==> config.mk <==
export PLATFORM = sky130hd
export DESIGN_NAME = gnss_frame_receiver_checker_top
export DESIGN_NICKNAME = d
export VERILOG_FILES = /design/src/rtl/core/gfrc_pkg.sv /design/src/rtl/core/gnss_frame_receiver_checker_top.sv
export VERILOG_INCLUDE_DIRS = /design/src /design/src/rtl/core
export SDC_FILE = /design/constraint.sdc
export NUM_CORES = 1
export LEC_CHECK = 0
export BUFFER_PORTS_ARGS = -buffer_cell sky130_fd_sc_hd__buf_2
export CAP_MARGIN = 5
export CORE_MARGIN = 3
export CORE_UTILIZATION = 33
export DETAILED_ROUTE_END_ITERATION = 8
export PLACE_DENSITY = 0.46
export SLEW_MARGIN = 20
export SYNTH_ARGS = -nofsm -noshare
export SYNTH_HDL_FRONTEND = slang
export SYNTH_SLANG_ARGS = --single-unit
export TNS_END_PERCENT = 50
==> constraint.sdc <==
create_clock -name clk_i -period 9.15 [get_ports clk_i]
set_input_delay 0.4575 -clock clk_i [delete_from_list [all_inputs] [get_ports clk_i]]
set_output_delay 0.4575 -clock clk_i [all_outputs]
set_load 0.01 [all_outputs]
==> src/rtl/core/gnss_frame_receiver_checker_top_macros.svh <==
// Assertion macros shared by the frame receiver RTL.
`ifndef GNSS_FRAME_RECEIVER_CHECKER_TOP_MACROS_SVH
`define GNSS_FRAME_RECEIVER_CHECKER_TOP_MACROS_SVH

// Same-cycle implication, checked on every rising clock edge outside reset.
`define GFRC_ASSERT_IMPL(label, clk, rst_n, ante, cons) \
  label: assert property (@(posedge clk) disable iff (!(rst_n)) (ante) |-> (cons)) \
    else $error("frame receiver assertion failed");

// Next-cycle implication, checked on every rising clock edge outside reset.
`define GFRC_ASSERT_NEXT(label, clk, rst_n, ante, cons) \
  label: assert property (@(posedge clk) disable iff (!(rst_n)) (ante) |=> (cons)) \
    else $error("frame receiver assertion failed");

`endif

==> src/rtl/core/gfrc_pkg.sv <==
// Package with the codes, reset values and result type of the frame receiver.
`timescale 1ns / 1ps

package gfrc_pkg;

  localparam int unsigned ByteW  = 8;
  localparam int unsigned WordW  = 16;
  localparam int unsigned KindW  = 3;
  localparam int unsigned StatW  = 2;
  localparam int unsigned CfgIdxW = 2;

  // Configuration register indexes.
  localparam logic [CfgIdxW-1:0] CFG_SYNC_FIRST  = 2'd0;
  localparam logic [CfgIdxW-1:0] CFG_SYNC_SECOND = 2'd1;
  localparam logic [CfgIdxW-1:0] CFG_MAX_LENGTH  = 2'd2;

  // Configuration reset values.
  localparam logic [ByteW-1:0] SYNC_FIRST_RST  = 8'hB5;
  localparam logic [ByteW-1:0] SYNC_SECOND_RST = 8'h62;
  localparam logic [WordW-1:0] MAX_LENGTH_RST  = 16'd1024;

  // Field kind codes.
  localparam logic [KindW-1:0] KIND_HUNT    = 3'd0;
  localparam logic [KindW-1:0] KIND_SYNC    = 3'd1;
  localparam logic [KindW-1:0] KIND_CLASS   = 3'd2;
  localparam logic [KindW-1:0] KIND_ID      = 3'd3;
  localparam logic [KindW-1:0] KIND_LENGTH  = 3'd4;
  localparam logic [KindW-1:0] KIND_PAYLOAD = 3'd5;
  localparam logic [KindW-1:0] KIND_CK      = 3'd6;

  // Frame status codes.
  localparam logic [StatW-1:0] ST_PROGRESS = 2'd0;
  localparam logic [StatW-1:0] ST_GOOD     = 2'd1;
  localparam logic [StatW-1:0] ST_BAD      = 2'd2;
  localparam logic [StatW-1:0] ST_TOOLONG  = 2'd3;

  typedef struct packed {
    logic [ByteW-1:0] byte_out;
    logic [KindW-1:0] field_kind;
    logic [WordW-1:0] payload_index;
    logic [ByteW-1:0] msg_class;
    logic [ByteW-1:0] msg_id;
    logic [WordW-1:0] frame_length;
    logic             frame_end;
    logic [StatW-1:0] frame_status;
  } result_t;

endpackage

==> src/rtl/core/gnss_frame_receiver_checker_top.sv <==
// Top level of the sync-framed serial byte receiver with Fletcher checksum check.
`timescale 1ns / 1ps

// The block takes one received byte per transfer and returns one tagged
// result transfer for it, at a sustained rate of one byte per clock cycle
// while results are taken at the output. The frame phase, the captured
// header fields and the Fletcher pair are updated by one pass of logic
// (a compare against the sync and length limits plus two chained 8-bit
// adders), and the result is registered in an output register. Behind
// the output register sits one skid register, so a byte is still taken
// while a finished result waits; input ready drops only once both hold a
// result. Every byte echoes back with its field kind; the high length
// byte of an oversized frame and the second checksum byte close a frame
// and carry its status. Configuration writes take effect on the next byte.
module gnss_frame_receiver_checker_top
  import gfrc_pkg::*;
(
  input  logic               clk_i,
  input  logic               rst_ni,
  input  logic               in_valid_i,
  output logic               in_ready_o,
  input  logic [ByteW-1:0]   rx_byte_i,
  output logic               out_valid_o,
  input  logic               out_ready_i,
  output logic [ByteW-1:0]   byte_out_o,
  output logic [KindW-1:0]   field_kind_o,
  output logic [WordW-1:0]   payload_index_o,
  output logic [ByteW-1:0]   msg_class_o,
  output logic [ByteW-1:0]   msg_id_o,
  output logic [WordW-1:0]   frame_length_o,
  output logic               frame_end_o,
  output logic [StatW-1:0]   frame_status_o,
  input  logic               cfg_we_i,
  input  logic [CfgIdxW-1:0] cfg_index_i,
  input  logic [WordW-1:0]   cfg_wdata_i
);

`include "gnss_frame_receiver_checker_top_macros.svh"

  typedef enum logic [3:0] {
    PH_HUNT,
    PH_SYNC2,
    PH_CLASS,
    PH_ID,
    PH_LEN_LO,
    PH_LEN_HI,
    PH_PAYLOAD,
    PH_CK_A,
    PH_CK_B
  } phase_e;

  // Configuration registers.
  logic [ByteW-1:0] sync_first_q, sync_second_q;
  logic [WordW-1:0] max_len_q;

  // Parser state.
  phase_e           phase_q, phase_d;
  logic [ByteW-1:0] sum_a_q, sum_a_d, sum_b_q, sum_b_d;
  logic [ByteW-1:0] class_q, class_d, id_q, id_d, rx_sum_a_q, rx_sum_a_d;
  logic [WordW-1:0] length_q, length_d, count_q, count_d;

  // Output register and skid register.
  result_t out_q, skid_q, res;
  logic    out_valid_q, skid_valid_q;

  logic in_fire, out_take, out_free;
  logic show_frame;
  logic [ByteW-1:0] acc_a, acc_b;
  logic [WordW-1:0] len_full, count_inc;

  assign in_ready_o = !skid_valid_q;
  assign in_fire    = in_valid_i && in_ready_o;
  assign out_take   = out_valid_q && out_ready_i;
  assign out_free   = out_take || !out_valid_q;

  // Fletcher step on the incoming byte.
  assign acc_a     = sum_a_q + rx_byte_i;
  assign acc_b     = sum_b_q + acc_a;
  assign len_full  = {rx_byte_i, length_q[ByteW-1:0]};
  assign count_inc = count_q + 16'd1;

  always_comb begin
    phase_d    = phase_q;
    sum_a_d    = sum_a_q;
    sum_b_d    = sum_b_q;
    class_d    = class_q;
    id_d       = id_q;
    length_d   = length_q;
    count_d    = count_q;
    rx_sum_a_d = rx_sum_a_q;
    show_frame = 1'b1;
    res              = '0;
    res.byte_out     = rx_byte_i;
    res.field_kind   = KIND_HUNT;
    res.frame_status = ST_PROGRESS;

    case (phase_q)
      PH_HUNT: begin
        show_frame = 1'b0;
        if (rx_byte_i == sync_first_q) begin
          res.field_kind = KIND_SYNC;
          phase_d        = PH_SYNC2;
        end
      end
      PH_SYNC2: begin
        show_frame = 1'b0;
        if (rx_byte_i == sync_second_q) begin
          res.field_kind = KIND_SYNC;
          sum_a_d  = '0;
          sum_b_d  = '0;
          class_d  = '0;
          id_d     = '0;
          length_d = '0;
          count_d  = '0;
          phase_d  = PH_CLASS;
        end else if (rx_byte_i == sync_first_q) begin
          res.field_kind = KIND_SYNC;
        end else begin
          phase_d = PH_HUNT;
        end
      end
      PH_CLASS: begin
        res.field_kind = KIND_CLASS;
        class_d = rx_byte_i;
        sum_a_d = acc_a;
        sum_b_d = acc_b;
        phase_d = PH_ID;
      end
      PH_ID: begin
        res.field_kind = KIND_ID;
        id_d    = rx_byte_i;
        sum_a_d = acc_a;
        sum_b_d = acc_b;
        phase_d = PH_LEN_LO;
      end
      PH_LEN_LO: begin
        res.field_kind = KIND_LENGTH;
        length_d = {{(WordW-ByteW){1'b0}}, rx_byte_i};
        sum_a_d  = acc_a;
        sum_b_d  = acc_b;
        phase_d  = PH_LEN_HI;
      end
      PH_LEN_HI: begin
        res.field_kind = KIND_LENGTH;
        length_d = len_full;
        sum_a_d  = acc_a;
        sum_b_d  = acc_b;
        count_d  = '0;
        if (len_full > max_len_q) begin
          res.frame_end    = 1'b1;
          res.frame_status = ST_TOOLONG;
          phase_d          = PH_HUNT;
        end else if (len_full == '0) begin
          phase_d = PH_CK_A;
        end else begin
          phase_d = PH_PAYLOAD;
        end
      end
      PH_PAYLOAD: begin
        res.field_kind    = KIND_PAYLOAD;
        res.payload_index = count_q;
        sum_a_d = acc_a;
        sum_b_d = acc_b;
        count_d = count_inc;
        if (count_inc >= length_q) begin
          phase_d = PH_CK_A;
        end
      end
      PH_CK_A: begin
        res.field_kind = KIND_CK;
        rx_sum_a_d = rx_byte_i;
        phase_d    = PH_CK_B;
      end
      PH_CK_B: begin
        res.field_kind = KIND_CK;
        res.frame_end  = 1'b1;
        res.frame_status = (rx_sum_a_q == sum_a_q && rx_byte_i == sum_b_q) ?
                           ST_GOOD : ST_BAD;
        phase_d = PH_HUNT;
      end
      default: begin
        show_frame = 1'b0;
        phase_d    = PH_HUNT;
      end
    endcase

    // Header fields are shown as updated by this byte, once a frame is open.
    res.msg_class    = show_frame ? class_d : '0;
    res.msg_id       = show_frame ? id_d : '0;
    res.frame_length = show_frame ? length_d : '0;
  end

  // Configuration writes; an index past the register list is ignored.
  always_ff @(posedge clk_i or negedge rst_ni) begin
    if (!rst_ni) begin
      sync_first_q  <= SYNC_FIRST_RST;
      sync_second_q <= SYNC_SECOND_RST;
      max_len_q     <= MAX_LENGTH_RST;
    end else if (cfg_we_i) begin
      case (cfg_index_i)
        CFG_SYNC_FIRST:  sync_first_q  <= cfg_wdata_i[ByteW-1:0];
        CFG_SYNC_SECOND: sync_second_q <= cfg_wdata_i[ByteW-1:0];
        CFG_MAX_LENGTH:  max_len_q     <= cfg_wdata_i;
        default:         max_len_q     <= max_len_q;
      endcase
    end
  end

  // Parser state advances on every accepted byte.
  always_ff @(posedge clk_i or negedge rst_ni) begin
    if (!rst_ni) begin
      phase_q    <= PH_HUNT;
      sum_a_q    <= '0;
      sum_b_q    <= '0;
      class_q    <= '0;
      id_q       <= '0;
      length_q   <= '0;
      count_q    <= '0;
      rx_sum_a_q <= '0;
    end else if (in_fire) begin
      phase_q    <= phase_d;
      sum_a_q    <= sum_a_d;
      sum_b_q    <= sum_b_d;
      class_q    <= class_d;
      id_q       <= id_d;
      length_q   <= length_d;
      count_q    <= count_d;
      rx_sum_a_q <= rx_sum_a_d;
    end
  end

  // Valid flags of the output and skid registers.
  always_ff @(posedge clk_i or negedge rst_ni) begin
    if (!rst_ni) begin
      out_valid_q  <= 1'b0;
      skid_valid_q <= 1'b0;
    end else if (out_free) begin
      if (skid_valid_q) begin
        out_valid_q  <= 1'b1;
        skid_valid_q <= 1'b0;
      end else begin
        out_valid_q <= in_fire;
      end
    end else if (in_fire) begin
      skid_valid_q <= 1'b1;
    end
  end

  // Result payload registers.
  always_ff @(posedge clk_i) begin
    if (out_free) begin
      if (skid_valid_q) begin
        out_q <= skid_q;
      end else if (in_fire) begin
        out_q <= res;
      end
    end else if (in_fire) begin
      skid_q <= res;
    end
  end

  assign out_valid_o     = out_valid_q;
  assign byte_out_o      = out_q.byte_out;
  assign field_kind_o    = out_q.field_kind;
  assign payload_index_o = out_q.payload_index;
  assign msg_class_o     = out_q.msg_class;
  assign msg_id_o        = out_q.msg_id;
  assign frame_length_o  = out_q.frame_length;
  assign frame_end_o     = out_q.frame_end;
  assign frame_status_o  = out_q.frame_status;

  // The skid register only fills behind a held output register.
  `GFRC_ASSERT_IMPL(a_skid_behind_out, clk_i, rst_ni, skid_valid_q, out_valid_q)
  // A byte taken into an empty output stage shows up in the next cycle.
  `GFRC_ASSERT_NEXT(a_fill_empty, clk_i, rst_ni, in_fire && !out_valid_q, out_valid_q)
  // Only the high length byte or the second checksum byte can close a frame.
  `GFRC_ASSERT_IMPL(a_end_kind, clk_i, rst_ni, out_valid_q && out_q.frame_end,
                    out_q.field_kind == KIND_LENGTH || out_q.field_kind == KIND_CK)
  // A status is reported exactly on a frame end.
  `GFRC_ASSERT_IMPL(a_end_status, clk_i, rst_ni, out_valid_q,
                    out_q.frame_end == (out_q.frame_status != ST_PROGRESS))
  // Payload positions appear only on payload bytes.
  `GFRC_ASSERT_IMPL(a_index_kind, clk_i, rst_ni, out_valid_q && out_q.payload_index != '0,
                    out_q.field_kind == KIND_PAYLOAD)

endmodule
---- Word-level counts from Yosys, hierarchy flattened ----
Index checks and enable logic that the tools add are counted.
cells by class
  order comparisons ....................... 2
  shift-type cells ........................ 0
  equality and inequality tests ........... 18
  divide/modulo/power cells ............... 0
  muxes and demuxes ....................... 34
  $mul .................................... 0
  reductions and logical operators ........ 26
  add/subtract/negate cells ............... 3
  bitwise gates (word level) .............. 1
operator list
  cell                                                                   number
  62-bit 2-to-1 mux                                                      2
  16-bit case mux with 3 select lines                                    2
  16-bit 2-to-1 mux                                                      4
  8-bit case mux with 2 select lines                                     4
  8-bit 2-to-1 mux                                                       5
  8-bit equality test                                                    4
  4-bit case mux with 8 select lines                                     1
  3-bit case mux with 7 select lines                                     1
  16-bit by 1-bit adder with 16-bit output, second input constant        1
  8-bit adder                                                            2
  4-bit by 3-bit equality test with 1-bit output, second input constant  4
  16-bit >= comparator                                                   1
  16-bit greater-than comparator                                         1
  16-bit logical NOT                                                     1
  4-bit 2-to-1 mux                                                       4
  2-bit AND reduction                                                    6
  4-bit by 2-bit equality test with 1-bit output, second input constant  2
  1-bit 2-to-1 mux                                                       7
  7-bit OR reduction                                                     1
  3-bit 2-to-1 mux                                                       2
  2-bit != test, second input constant                                   3
  3-bit case mux with 2 select lines                                     1
  3-bit AND reduction                                                    2
  2-bit nonzero test                                                     3
  other kinds (16)                                                       20
word-level totals
  RAM bits ................................ 0
  memories kept ........................... 0
  word-level logic and storage cells ...... 113
  ROM bits ................................ 0
  bits of input ports ..................... 31
  register bits after elaboration ......... 234
  latch bits .............................. 0

---- Depth between registers and ports, before layout ----
  depth in word-level cells ............... 6
  mapped depth ............................ 17
  gate-level depth less buffers ........... 16

---- Least setup slack after synthesis ----
Ideal clock, no wire load.
  path kind ............................... register to register
  from .................................... reg skid_valid_q
  to ...................................... reg skid_q[0] (netlist bit) (enable)
  arrival ................................. 3.358 ns
  stages on the path, launching flop included .. 5
  setup slack ............................. 5.309 ns
  setup time .............................. 0.482 ns
  path buffers ............................ 1
  cell sequence ........................... dfrtp_1 > clkbuf_1 > clkinv_1 > nand2_1 > nor2_1
between the ends
  longest elaborated chain between the ends .. 3
RTL lines
  element                        line                                    text
  start, declared                gnss_frame_receiver_checker_top.sv:64   logic out_valid_q, skid_valid_q;
  start signal, assigned         gnss_frame_receiver_checker_top.sv:236  skid_valid_q <= 1'b0;
  start signal, assigned         gnss_frame_receiver_checker_top.sv:240  skid_valid_q <= 1'b0;
  start signal, assigned         gnss_frame_receiver_checker_top.sv:245  skid_valid_q <= 1'b1;
  1-bit logical NOT              gnss_frame_receiver_checker_top.sv:71   assign in_ready_o = !skid_valid_q;
  1-bit logical AND              gnss_frame_receiver_checker_top.sv:72   assign in_fire = in_valid_i && in_ready_o;
  2-bit AND reduction (no line)  n/a
  end signal, assigned           gnss_frame_receiver_checker_top.sv:258  skid_q <= res;
  end, declared                  gnss_frame_receiver_checker_top.sv:63   result_t out_q, skid_q, res;
Every way passes these cells.
A chain may end at the register's enable or synchronous reset.

---- Worst setup path after layout ----
  from .................................... reg count_q[0]
  to ...................................... reg phase_q[2]
between the ends
  longest elaborated chain between the ends .. 4
RTL lines
  element                                   line                                    text
  start, declared                           gnss_frame_receiver_checker_top.sv:60   logic [WordW-1:0] length_q, length_d, count_q, count_d;
  start signal, assigned                    gnss_frame_receiver_checker_top.sv:227  count_q <= count_d;
  16-bit by 1-bit adder with 16-bit output  gnss_frame_receiver_checker_top.sv:80   assign count_inc = count_q + 16'd1;
  16-bit >= comparator                      gnss_frame_receiver_checker_top.sv:165  if (count_inc >= length_q) begin
  2-bit != test (no line)                   n/a
  4-bit AND reduction (no line)             n/a
  end signal, assigned                      gnss_frame_receiver_checker_top.sv:221  phase_q <= phase_d;
  end, declared                             gnss_frame_receiver_checker_top.sv:57   phase_e phase_q, phase_d;
Every way passes these cells.

==> flow_summary.ini <==
[run_status]
status = finished clean

[die]
core_region_area_um2 = 34000
fp.dieArea_um2 = 37300
io_pins = 95
dieWidth_um = 193
fp.dieH_um = 193
initial_utilization = 0.339
row_count = 67

[sta]
finalCritPeriodShare = 0.353
clock_skew_ns = 0.0104
hold_worst_slack_ns = 0.0337
setup_repair_after_global_routing_missed_its_margin = false
finalSetupViolations = 0
achievable-frequency_mhz = 310
max-slew-margin-rel = 0.295
timing.final.ws_setup_ns = 5.92
tightestPinTransition_ns = 1.05
maxSlewViolCount = 0
final_hold_viol_count = 0
timing.setup.tns_ns = 0
fin_crit_ns = 3.23

[routing]
detail-route-antenna-nets = 0
viasPerCell = 5.13
dr_total_vias = 7587
drt_pass_1_iters = 4
avgRoutedWirePerCell_um = 19.5
first_iter_violations = 439
route.detailed.drc = 0
wl_mm = 28.8

[critical_path]
crit_path_max_incr_delay_ns = 0.46
worstReg2RegEnd = phase_q[2]
data_arrival_time_at_the_worst_slack_endpoint_ns = 3.65
cp.buffers_inverters = 0
crit_type = flop to flop
cp_cell_sequence = ha_1 > nand4_1 > nor4_1 > xor2_1 > ha_1 > nand4_1 > nor2b_1 > o2111ai_1 > a211oi_2 > o21ai_1 > a32o_1
worst_path_max_delay_cell = sky130_fd_sc_hd__dfrtp_1
r2r_setup_slack_ns = 5.92
cp-start-kind = flop
crit_path_end_kind = flop
cp_top_family = compound AO/OA/AOI/OAI gates
critical_path.max_fanout = 7
worst_r2r_startpoint = count_q[0]
r2r_cells = 11
timing.critical_path.required_ns = 9.57

[logic_synthesis]
synth-edff-count = 124
netlist.top_cell.by_area = sky130_fd_sc_hd__edfxtp_1
number_of_standard_cells_after_synthesis = 927
synth_sequential_area_ratio = 0.562
mappedNetlistNets = 1007
yosys_warnings = 0
synth.area.top_cells = sky130_fd_sc_hd__edfxtp_1 (32%), sky130_fd_sc_hd__dfrtp_1 (22%), sky130_fd_sc_hd__mux2_2 (7.5%)
synth.lib_cells_used.distinct = 61
netlist_area_um2 = 11500
yosys_top_cell_area_share = 0.322
syn_area_per_cell_um2 = 12.5
most_frequent_cell_after_synthesis = sky130_fd_sc_hd__edfxtp_1
synth_async_sr_flop_share = 0.470
yosys_most_used_dff = sky130_fd_sc_hd__edfxtp_1
synth.top_cells.by_count = sky130_fd_sc_hd__edfxtp_1 (124), sky130_fd_sc_hd__dfrtp_1 (101), sky130_fd_sc_hd__mux2_2 (77), sky130_fd_sc_hd__nand2_1 (66), sky130_fd_sc_hd__nor2_1 (54)
synth_seq_cells = 234

[cells_and_area]
area_growth_pct = 15.7
fin_area_um2 = 13400
final_net_count = 1088
final_layout_size_suffix_gt1_frac = 0.247
antennaDiodeCount = 0
fill_cells = 3357
layout.core_utilization = 0.393

[cts]
cts.repair.resized = 0
cts_setup_buffers = 0
clk_pin_slew_ns = 0.06
h_tree_lvls = 1
cts_made_buffers = 28
clk_latency_ns = 0.54
clock-root-buffer = sky130_fd_sc_hd__clkbuf_16
cts.hold.buffers_added = 0
maximum_root_to_sink_buffer_count = 3
clock_sink_count = 234
cts_tree = built

[place]
placed_cell_area_um2 = 12400
gp_congestion = 0.782
dp_worst_setup_slack_ns = 5.60
portBuffers = 94
dp.final_hpwl_mm = 18.6

[min_path]
min-delay-path-class = input port to async pin

[pwr]
power-per-cell-area_nw_per_um2 = 223
power.leakage_uw = 0.00547
ir_worst_vdd_v = 0.000149

[grt]
grt_pass1_wl_mm = 45.5
via_count_of_the_first_global_routing_pass = 7650
grt_max_degree = 64
gr-usage-all-layers = 0.155
gr-total-overflow = 0
grt_antenna_before_repair = 0

[job]
maxCapViolations = 0
==> stage by stage <==
stage	power, µW	std cells
after floorplan	1690	927
after global placement	1840	1426
after detailed placement	1840	1426
after CTS	3020	1478
after global routing	3140	1478
final	2980	1478
==> state kept, by name (all words and copies together) (netlist names), 8 cells and up <==
register	count
length_q	16
byte_out_o	8
sum_a_q	8
frame_length_o	16
max_len_q	16
sum_b_q	8
sync_first_q	8
msg_class_o	8
id_q	8
count_q	16
skid_q	62
payload_index_o	16
msg_id_o	8
sync_second_q	8
class_q	8
rx_sum_a_q	8
==> final cells by class <==
| class | count | area [µm²] | area share |
|---|---|---|---|
| Timing Repair Buffer | 102 | 533 | 0.0399 |
| Multi-Input combinational cell | 597 | 4660 | 0.348 |
| Tap cell | 448 | 561 | 0.0419 |
| Sequential cell | 234 | 6490 | 0.485 |
| Clock inverter | 21 | 225 | 0.0169 |
| Clock buffer | 31 | 733 | 0.0549 |
| Inverter | 45 | 169 | 0.0126 |
==> power by group <==
group	internal (µW)	switching (µW)	leakage, µW
registers	1220	78.1	0.00264
logic	215	308	0.00236
clock network	713	449	0.000475
==> logic make-up after synthesis <==
logic type               count (synthesis)  share of synthesized area
buffers and inverters                   96                     0.0369
multiplexers                            79                     0.0768
AND/OR/NAND/NOR                        225                     0.0963
AO/OA/AOI/OAI                          186                      0.121
adder cells (fa/ha/maj)                 49                     0.0544
XOR/XNOR                                58                     0.0531
flip-flops                             234                      0.562
==> placed cells by master (no fill, tap or decap), types with 9 or more instances in the layout <==
cell type	instances
sky130_fd_sc_hd__buf_2	93
sky130_fd_sc_hd__clkbuf_16	29
sky130_fd_sc_hd__o21ai_0	24
sky130_fd_sc_hd__nor2_1	53
sky130_fd_sc_hd__a22o_1	40
sky130_fd_sc_hd__clkinv_2	9
sky130_fd_sc_hd__ha_1	47
sky130_fd_sc_hd__dfrtp_1	100
sky130_fd_sc_hd__nor3_1	11
sky130_fd_sc_hd__a21oi_1	21
sky130_fd_sc_hd__nand4_1	10
sky130_fd_sc_hd__nor4_1	12
sky130_fd_sc_hd__xnor2_1	12
sky130_fd_sc_hd__nand2_1	66
sky130_fd_sc_hd__mux2_2	77
sky130_fd_sc_hd__and2_1	16
sky130_fd_sc_hd__o31ai_1	25
sky130_fd_sc_hd__inv_1	44
sky130_fd_sc_hd__buf_4	9
sky130_fd_sc_hd__a32o_1	13
sky130_fd_sc_hd__a22oi_1	24
sky130_fd_sc_hd__dfstp_2	9
sky130_fd_sc_hd__xor2_1	38
sky130_fd_sc_hd__edfxtp_1	124
sky130_fd_sc_hd__nand3_1	26
==> how the worst max path moves through the flow <==
| stage | from | to | slack, ns | cells after the start |
|---|---|---|---|---|
| final | count_q[0] | phase_q[2] | 5.92 | 11 |
| after global routing | count_q[0] | phase_q[2] | 5.63 | 11 |
| after floorplan | skid_valid_q | skid_q[0] | 5.31 | 4 |
| after CTS | count_q[0] | phase_q[2] | 5.91 | 11 |
| after detailed placement | rx_byte_i[0] | sum_b_q[7] | 5.60 | 15 |
| after global placement | rx_byte_i[0] | sum_b_q[7] | 5.71 | 15 |
==> metal layers <==
metal | global-route usage | vias to the layer above | wire length (µm)
li1 | - | 3614 | -
met1 | 0.223 | 3789 | 13700
met2 | 0.249 | 140 | 13200
met3 | 0.0240 | 44 | 1310
met4 | 0.0367 | 0 | 595
met5 | 0 | - | 0
Note: power is estimated with default switching activity, not from simulation.
